### src/hw/rtl/assert_macros.svh
// assertion macros for the rtl files that check themselves
// depends on nothing; included by bare file name
`ifndef ASSERT_MACROS_SVH
`define ASSERT_MACROS_SVH

// concurrent assertion on a named clock and active-low reset
`define ASSERT_AT(label, clk, rst_n, prop, msg) \
  label: assert property (@(posedge clk) disable iff (!rst_n) (prop)) else $error(msg);

// concurrent assertion on the usual clk_i and rst_ni
`define ASSERT_CLK(label, prop, msg) \
  `ASSERT_AT(label, clk_i, rst_ni, prop, msg)

`endif

### src/hw/rtl/kth_pkg.sv
// shared types and constants for the k-th smallest rank query block
// no dependencies
package kth_pkg;

  localparam int unsigned DATA_W        = 32;
  localparam int unsigned RANK_W        = 12;
  localparam int unsigned DEFAULT_DEPTH = 1024;

  // operation codes of a request
  typedef enum logic [1:0] {
    OP_PUSH_A = 2'd0,
    OP_PUSH_B = 2'd1,
    OP_QUERY  = 2'd2,
    OP_CLEAR  = 2'd3
  } op_e;

  // status codes of a result
  typedef enum logic [1:0] {
    ST_OK    = 2'd0,
    ST_FOUND = 2'd1,
    ST_RANGE = 2'd2,
    ST_FULL  = 2'd3
  } status_e;

  // request payload
  typedef struct packed {
    logic [1:0]               operation;
    logic signed [DATA_W-1:0] element_value;
    logic [RANK_W-1:0]        kth_rank;
  } req_t;

  // result payload
  typedef struct packed {
    logic signed [DATA_W-1:0] result_value;
    logic [1:0]               status;
  } rsp_t;

  // search engine completion
  typedef struct packed {
    logic                     done;
    logic                     found;
    logic signed [DATA_W-1:0] value;
  } srch_rsp_t;

endpackage

### src/hw/rtl/kth_search.sv
// binary search over partition points of the shorter array
// depends on kth_pkg; drives the read ports of both array rams
module kth_search
  import kth_pkg::*;
#(
  parameter int unsigned ARRAY_DEPTH = DEFAULT_DEPTH,
  localparam int unsigned CW = $clog2(ARRAY_DEPTH + 1),
  localparam int unsigned AW = (ARRAY_DEPTH > 1) ? $clog2(ARRAY_DEPTH) : 1,
  localparam int unsigned KW = CW + 1
) (
  input  logic                     clk_i,
  input  logic                     rst_ni,
  input  logic                     go_i,
  input  logic [KW-1:0]            k_i,
  input  logic [CW-1:0]            count_a_i,
  input  logic [CW-1:0]            count_b_i,
  output logic [AW-1:0]            a_addr_l_o,
  output logic [AW-1:0]            a_addr_r_o,
  output logic [AW-1:0]            b_addr_l_o,
  output logic [AW-1:0]            b_addr_r_o,
  input  logic signed [DATA_W-1:0] a_data_l_i,
  input  logic signed [DATA_W-1:0] a_data_r_i,
  input  logic signed [DATA_W-1:0] b_data_l_i,
  input  logic signed [DATA_W-1:0] b_data_r_i,
  output logic                     busy_o,
  output srch_rsp_t                rsp_o
);

  localparam int unsigned IW = CW + 2;
  localparam logic signed [IW-1:0] ONE = IW'(1);

  typedef enum logic [2:0] {
    S_IDLE = 3'b001,
    S_READ = 3'b010,
    S_EVAL = 3'b100
  } state_e;

  state_e               state_q, state_d;
  logic                 swap_q;
  logic [KW-1:0]        k_q;
  logic [CW-1:0]        n1_q, n2_q;
  logic signed [IW-1:0] lo_q, lo_d, hi_q, hi_d;
  logic [CW-1:0]        m1_q, m1_d, m2_q, m2_d;

  logic                 swap_d;
  logic [CW-1:0]        n1_d, n2_d;
  logic signed [IW-1:0] lo_init, hi_init, diff;
  logic [IW-1:0]        sum_w, m2_w;
  logic [AW-1:0]        p_addr_l, p_addr_r, q_addr_l, q_addr_r;
  logic signed [DATA_W-1:0] p_l, p_r, q_l, q_r;
  logic                 l1_inf, r1_inf, l2_inf, r2_inf;
  logic                 le1, le2;

  // shorter array becomes p, bounds of the partition range
  always_comb begin
    swap_d  = count_a_i > count_b_i;
    n1_d    = swap_d ? count_b_i : count_a_i;
    n2_d    = swap_d ? count_a_i : count_b_i;
    diff    = $signed({1'b0, k_i}) - $signed({2'b00, n2_d});
    lo_init = diff[IW-1] ? '0 : diff;
    hi_init = (k_i < KW'(n1_d)) ? $signed({1'b0, k_i}) : $signed({2'b00, n1_d});
  end

  // midpoint and addresses of the four neighbours
  always_comb begin
    sum_w    = IW'(lo_q + hi_q);
    m1_d     = CW'(sum_w >> 1);
    m2_w     = {1'b0, k_q} - {2'b00, m1_d};
    m2_d     = CW'(m2_w);
    p_addr_l = AW'(m1_d - CW'(1));
    p_addr_r = AW'(m1_d);
    q_addr_l = AW'(m2_d - CW'(1));
    q_addr_r = AW'(m2_d);
    a_addr_l_o = swap_q ? q_addr_l : p_addr_l;
    a_addr_r_o = swap_q ? q_addr_r : p_addr_r;
    b_addr_l_o = swap_q ? p_addr_l : q_addr_l;
    b_addr_r_o = swap_q ? p_addr_r : q_addr_r;
  end

  // neighbour values with missing ends as infinities
  always_comb begin
    p_l    = swap_q ? b_data_l_i : a_data_l_i;
    p_r    = swap_q ? b_data_r_i : a_data_r_i;
    q_l    = swap_q ? a_data_l_i : b_data_l_i;
    q_r    = swap_q ? a_data_r_i : b_data_r_i;
    l1_inf = (m1_q == '0);
    r1_inf = (m1_q == n1_q);
    l2_inf = (m2_q == '0);
    r2_inf = (m2_q == n2_q);
    le1    = l1_inf | r2_inf | (p_l <= q_r);
    le2    = l2_inf | r1_inf | (q_l <= p_r);
  end

  // search sequencer
  always_comb begin
    state_d = state_q;
    lo_d    = lo_q;
    hi_d    = hi_q;
    rsp_o   = '0;
    case (state_q)
      S_IDLE: begin
        if (go_i) begin
          lo_d    = lo_init;
          hi_d    = hi_init;
          state_d = S_READ;
        end
      end
      S_READ: begin
        if (lo_q > hi_q) begin
          rsp_o.done = 1'b1;
          state_d    = S_IDLE;
        end else begin
          state_d = S_EVAL;
        end
      end
      S_EVAL: begin
        if (le1 && le2) begin
          rsp_o.done  = 1'b1;
          rsp_o.found = 1'b1;
          if (l1_inf) begin
            rsp_o.value = q_l;
          end else if (l2_inf) begin
            rsp_o.value = p_l;
          end else begin
            rsp_o.value = (p_l > q_l) ? p_l : q_l;
          end
          state_d = S_IDLE;
        end else begin
          if (!le1) begin
            hi_d = $signed({2'b00, m1_q}) - ONE;
          end else begin
            lo_d = $signed({2'b00, m1_q}) + ONE;
          end
          state_d = S_READ;
        end
      end
      default: begin
        state_d = S_IDLE;
      end
    endcase
  end

  assign busy_o = (state_q != S_IDLE);

  // control state
  always_ff @(posedge clk_i or negedge rst_ni) begin
    if (!rst_ni) begin
      state_q <= S_IDLE;
    end else begin
      state_q <= state_d;
    end
  end

  // search datapath registers
  always_ff @(posedge clk_i) begin
    lo_q <= lo_d;
    hi_q <= hi_d;
    if (state_q == S_IDLE && go_i) begin
      swap_q <= swap_d;
      k_q    <= k_i;
      n1_q   <= n1_d;
      n2_q   <= n2_d;
    end
    if (state_q == S_READ) begin
      m1_q <= m1_d;
      m2_q <= m2_d;
    end
  end

endmodule

### config.mk
export PLATFORM = sky130hd
export DESIGN_NAME = kth_search
export DESIGN_NICKNAME = d
export VERILOG_FILES = /design/src/hw/rtl/assert_macros.svh /design/src/hw/rtl/kth_pkg.sv /design/src/hw/rtl/kth_search.sv
export SDC_FILE = /design/constraint.sdc
export NUM_CORES = 1
export LEC_CHECK = 0
export BUFFER_PORTS_ARGS = -buffer_cell sky130_fd_sc_hd__buf_2
export CAP_MARGIN = 20
export CORE_UTILIZATION = 57
export CTS_CLUSTER_DIAMETER = 100
export DETAILED_ROUTE_END_ITERATION = 7
export PLACE_DENSITY = 0.83
export SLEW_MARGIN = 10
export SYNTH_ARGS = -nofsm -noshare
export SYNTH_HDL_FRONTEND = slang
export SYNTH_SLANG_ARGS = --single-unit
### constraint.sdc
create_clock -name clk_i -period 7.7 [get_ports clk_i]
set_input_delay 0.77 -clock clk_i [delete_from_list [all_inputs] [get_ports clk_i]]
set_output_delay 0.77 -clock clk_i [all_outputs]
set_load 0.02 [all_outputs]
==> results by group <==
Place
  • Routability Congestion: 0.969
  • Place WS: 1510 ps
  • Detailed-placement wirelength estimate: 27,800 µm
  • Port Buffers: 239

Floorplan
  • Placeable Area: 19,500 µm²
  • Ports: 240
  • Initial core utilization: about 58%
  • Die H: between 100 and 150 µm
  • Die width: 143 µm
  • # rows: slightly above 50
  • Die area: ~20,000 µm²

Critical path
  • CP delay by family, top: buffers and inverters
  • Crit. End Element: primary output
  • Setup CP Type: register to primary output
  • Worst R2R Setup Slack: 2180 ps
  • Reg2reg path depth: 13
  • Crit path cell chain: buf_4 -> buf_4 -> mux2_2 -> inv_1 -> ha_1 -> o21a_1 -> o21ai_0 -> a21oi_1 -> a211oi_1 -> o221ai_1 -> a211oi_1 -> mux2_2 -> buf_4 -> a21boi_0 -> a311oi_1 -> buf_2
  • Worst path required time: 6930 ps
  • Critical path fanouts, max: 64
  • Worst path slowest cell: edfxtp_1
  • Crit path arrival time: 5920 ps
  • R2R Path Start: swap_q
  • Worst setup SP type: register
  • CP Buf/Inv Count: 5
  • CP peak stage delay: 780 ps
  • Most used cell, CP: buf_4
  • Worst reg2reg path endpoint: state_q[0]

CTS
  • CTS sink count: between 80 and 90
  • CTS H-tree lvls: 3
  • Setup Buffers After CTS: 0
  • CTS tree: built
  • PostCTS Resize Cnt: 0
  • Hold Buf Count CTS: 0
  • Root buffer cell: clkbuf_16
  • Worst skew pair latency: about 340 ps
  • Max Root-Sink Buffers: 2
  • Reg clk slew, reported paths: 60 ps
  • TritonCTS Buffers: 9

Route
  • Top Layer Used: met4
  • Met2 wire len: 15,800 µm
  • Drt total wl: approximately 34,000 µm
  • Vias per inst: approximately 6.2
  • Metal3 WL: between 2000 and 3000 µm
  • Post-route DRC: 0
  • Initial DRC Count: 923
  • WL met1: 14,500 µm
  • Post-route ant nets: 0
  • DR WL/cell: 19.8 µm
  • DRT Pass-1 Iters: 5
  • Total number of vias: 10,800

STA
  • Final WS setup: 1010 ps
  • RSZ-0062 raised after global routing: false
  • F_max: 0.149 GHz
  • Layout Skew: 6.55 ps
  • Hold_ws: between 200 and 250 ps
  • Max-slew violation total from the final report: 0
  • Post-route minimum period: between 6000 and 7000 ps
  • Slew margin rel.: around 34%
  • Final Hold Fails: 0
  • Final setup viols: 0
  • Fin crit share: 86.9%
  • Final setup TNS: 0 ps
  • Slew @ Worst Pin: approximately 990 ps

Synth
  • Netlist cell types: 66
  • Seq cells post-synth: 84
  • Ys async rst share: approximately 3.6%
  • Gate Count Post-Synth: 1,256
  • Syn_area_per_cell: 9.06 µm²
  • Sequential area share after synthesis: between 20 and 25%
  • Ys flop type: edfxtp_1
  • Ys Warns: 0
  • Post-synth EDFFs: 81
  • Cell area after synthesis: roughly 11,000 µm²
  • Post-synth net total: 1,582

Run status
  • Status: completed

Global route
  • Largest net degree at the start of global routing: 65
  • Vias in the first global route: 10,400
  • Initial antenna violation count: 4
  • First-pass GRT wire length: 53,400 µm
  • Gr usage total: between 30% and 40%
  • GR Overflow Total: 0

Flow run
  • MaxCap Viol Count: 0

Finish
  • Synth-to-layout area growth: 15.1%
  • Layout Nets: 1,788
  • Share of cells above drive strength 1: between 20% and 30%
  • Final core utilization: 67.1%
  • Fill count: 1,541

Pwr
  • Max IR drop VDD: 0.000225 V
  • PwrDens: 375 nW/µm²
  • Overall power: 4.91 mW
  • Leak pwr: roughly 6.2 nW

Min path
  • Type of the tightest min-delay check: input pin to async pin
==> worst reg2reg max path: stages (launching register included) <==
cell and delay, ps:
edfxtp_1 780, buf_4 650, buf_4 520, mux2_2 430
ha_1 320, o21a_1 120, o21a_1 170, o21ai_0 190
a21oi_1 140, o31a_1 280, nor4_1 250, mux2i_1 310
or3_2 830, o311ai_0 380
==> state kept, by name (all words and copies together) (netlist names) <==
name / flops
lo_q: 12
hi_q: 13
n2_q: 11
state_q: 3
k_q: 11
m2_q: 11
swap_q: 1
n1_q: 11
m1_q: 11
==> through the flow <==
stage | area (µm²) | std cells
after floorplan | 11400 | 1256
after global placement | 12800 | 1715
after detailed placement | 12800 | 1716
after CTS | 13100 | 1731
after global routing | 13100 | 1735
final | 13100 | 1735
==> synthesized netlist by cell type, types with 4 or more instances <==
cell type | count | area share, %
o21bai_1 | 5 | 0.33
a311oi_1 | 5 | 0.38
buf_1 | 14 | 0.46
a21o_1 | 42 | 2.8
nand2b_1 | 11 | 0.60
or2_2 | 7 | 0.38
edfxtp_1 | 81 | 21
nand3b_1 | 6 | 0.40
a31oi_1 | 9 | 0.49
a21oi_1 | 101 | 4.4
nor4_1 | 10 | 0.55
nor3_1 | 20 | 0.88
or3_1 | 5 | 0.27
xnor2_1 | 53 | 4.1
inv_1 | 119 | 3.9
ha_1 | 158 | 17
nand4_1 | 26 | 1.4
o22ai_1 | 9 | 0.49
o21a_1 | 13 | 0.86
nor2b_1 | 19 | 1.0
nor2_1 | 68 | 2.2
a221oi_1 | 5 | 0.38
and3_1 | 10 | 0.55
mux2i_1 | 91 | 8.0
a211oi_1 | 9 | 0.59
nand3_1 | 22 | 0.97
clkbuf_1 | 38 | 1.3
and2_1 | 4 | 0.22
o21ai_0 | 43 | 1.9
xor2_1 | 32 | 2.5
nand2_1 | 45 | 1.5
a311oi_2 | 27 | 3.6
buf_6 | 4 | 0.40
o211ai_1 | 5 | 0.33
mux2_2 | 80 | 7.9
==> cell type report <==
type	count	area (µm²)	share of cell area (%)
Clock buffer	10	229	1.75
Antenna cell	4	10.0	0.0764
Inverter	120	450	3.44
Sequential cell	84	2510	19.2
Tap cell	265	332	2.53
Clock inverter	5	77.6	0.592
Multi-Input combinational cell	996	8210	62.6
Timing Repair Buffer	251	1290	9.82
==> cells by family (layout without fill, tap and decap cells) <==
group,after synthesis,count (layout),synth area share (%)
compound gates,308,308,19.2
buf+inv,176,386,6.07
fa+ha+maj,164,164,18.2
flops,84,84,22.0
simple gates,268,268,12.1
mux,171,171,15.9
other cells,0,4,0
xor+xnor,85,85,6.54
==> worst max-delay path by stage <==
stage | start | endpoint | slack [ps] | cells after the start
floorplan | swap_q | rsp_o[0] | 1580 | 17
global placement | swap_q | rsp_o[0] | 1530 | 16
detailed placement | swap_q | rsp_o[0] | 1510 | 16
CTS | swap_q | rsp_o[0] | 1120 | 16
global route | swap_q | rsp_o[0] | 760 | 16
finish | swap_q | rsp_o[0] | 1010 | 16
==> power by group <==
part           leakage [nW]  switching [mW]  internal, mW  total [mW]
logic                  5.29            2.31          1.33        3.64
clock network         0.148           0.170         0.281       0.451
registers             0.795           0.104         0.712       0.817
total                  6.24            2.58          2.33        4.91
==> placed cells by master, fill, tap and decap left out, types with 27 or more instances in the layout <==
master,instances
inv_1,119
a21oi_1,101
o21ai_0,41
a21o_1,42
ha_1,158
mux2i_1,91
nor2_1,67
mux2_2,80
buf_2,239
xnor2_1,53
nand2_1,45
xor2_1,32
edfxtp_1,81
a311oi_2,27
==> per-layer routing <==
| metal | vias to the layer above | GRT usage [%] |
|---|---|---|
| met3 | 92 | 6.23 |
| met2 | 515 | 55.8 |
| li1 | 5077 | - |
| met5 | - | 0 |
| met4 | 0 | 14.7 |
| met1 | 5071 | 42.5 |
No activity file was read; power rests on OpenSTA's default activity.
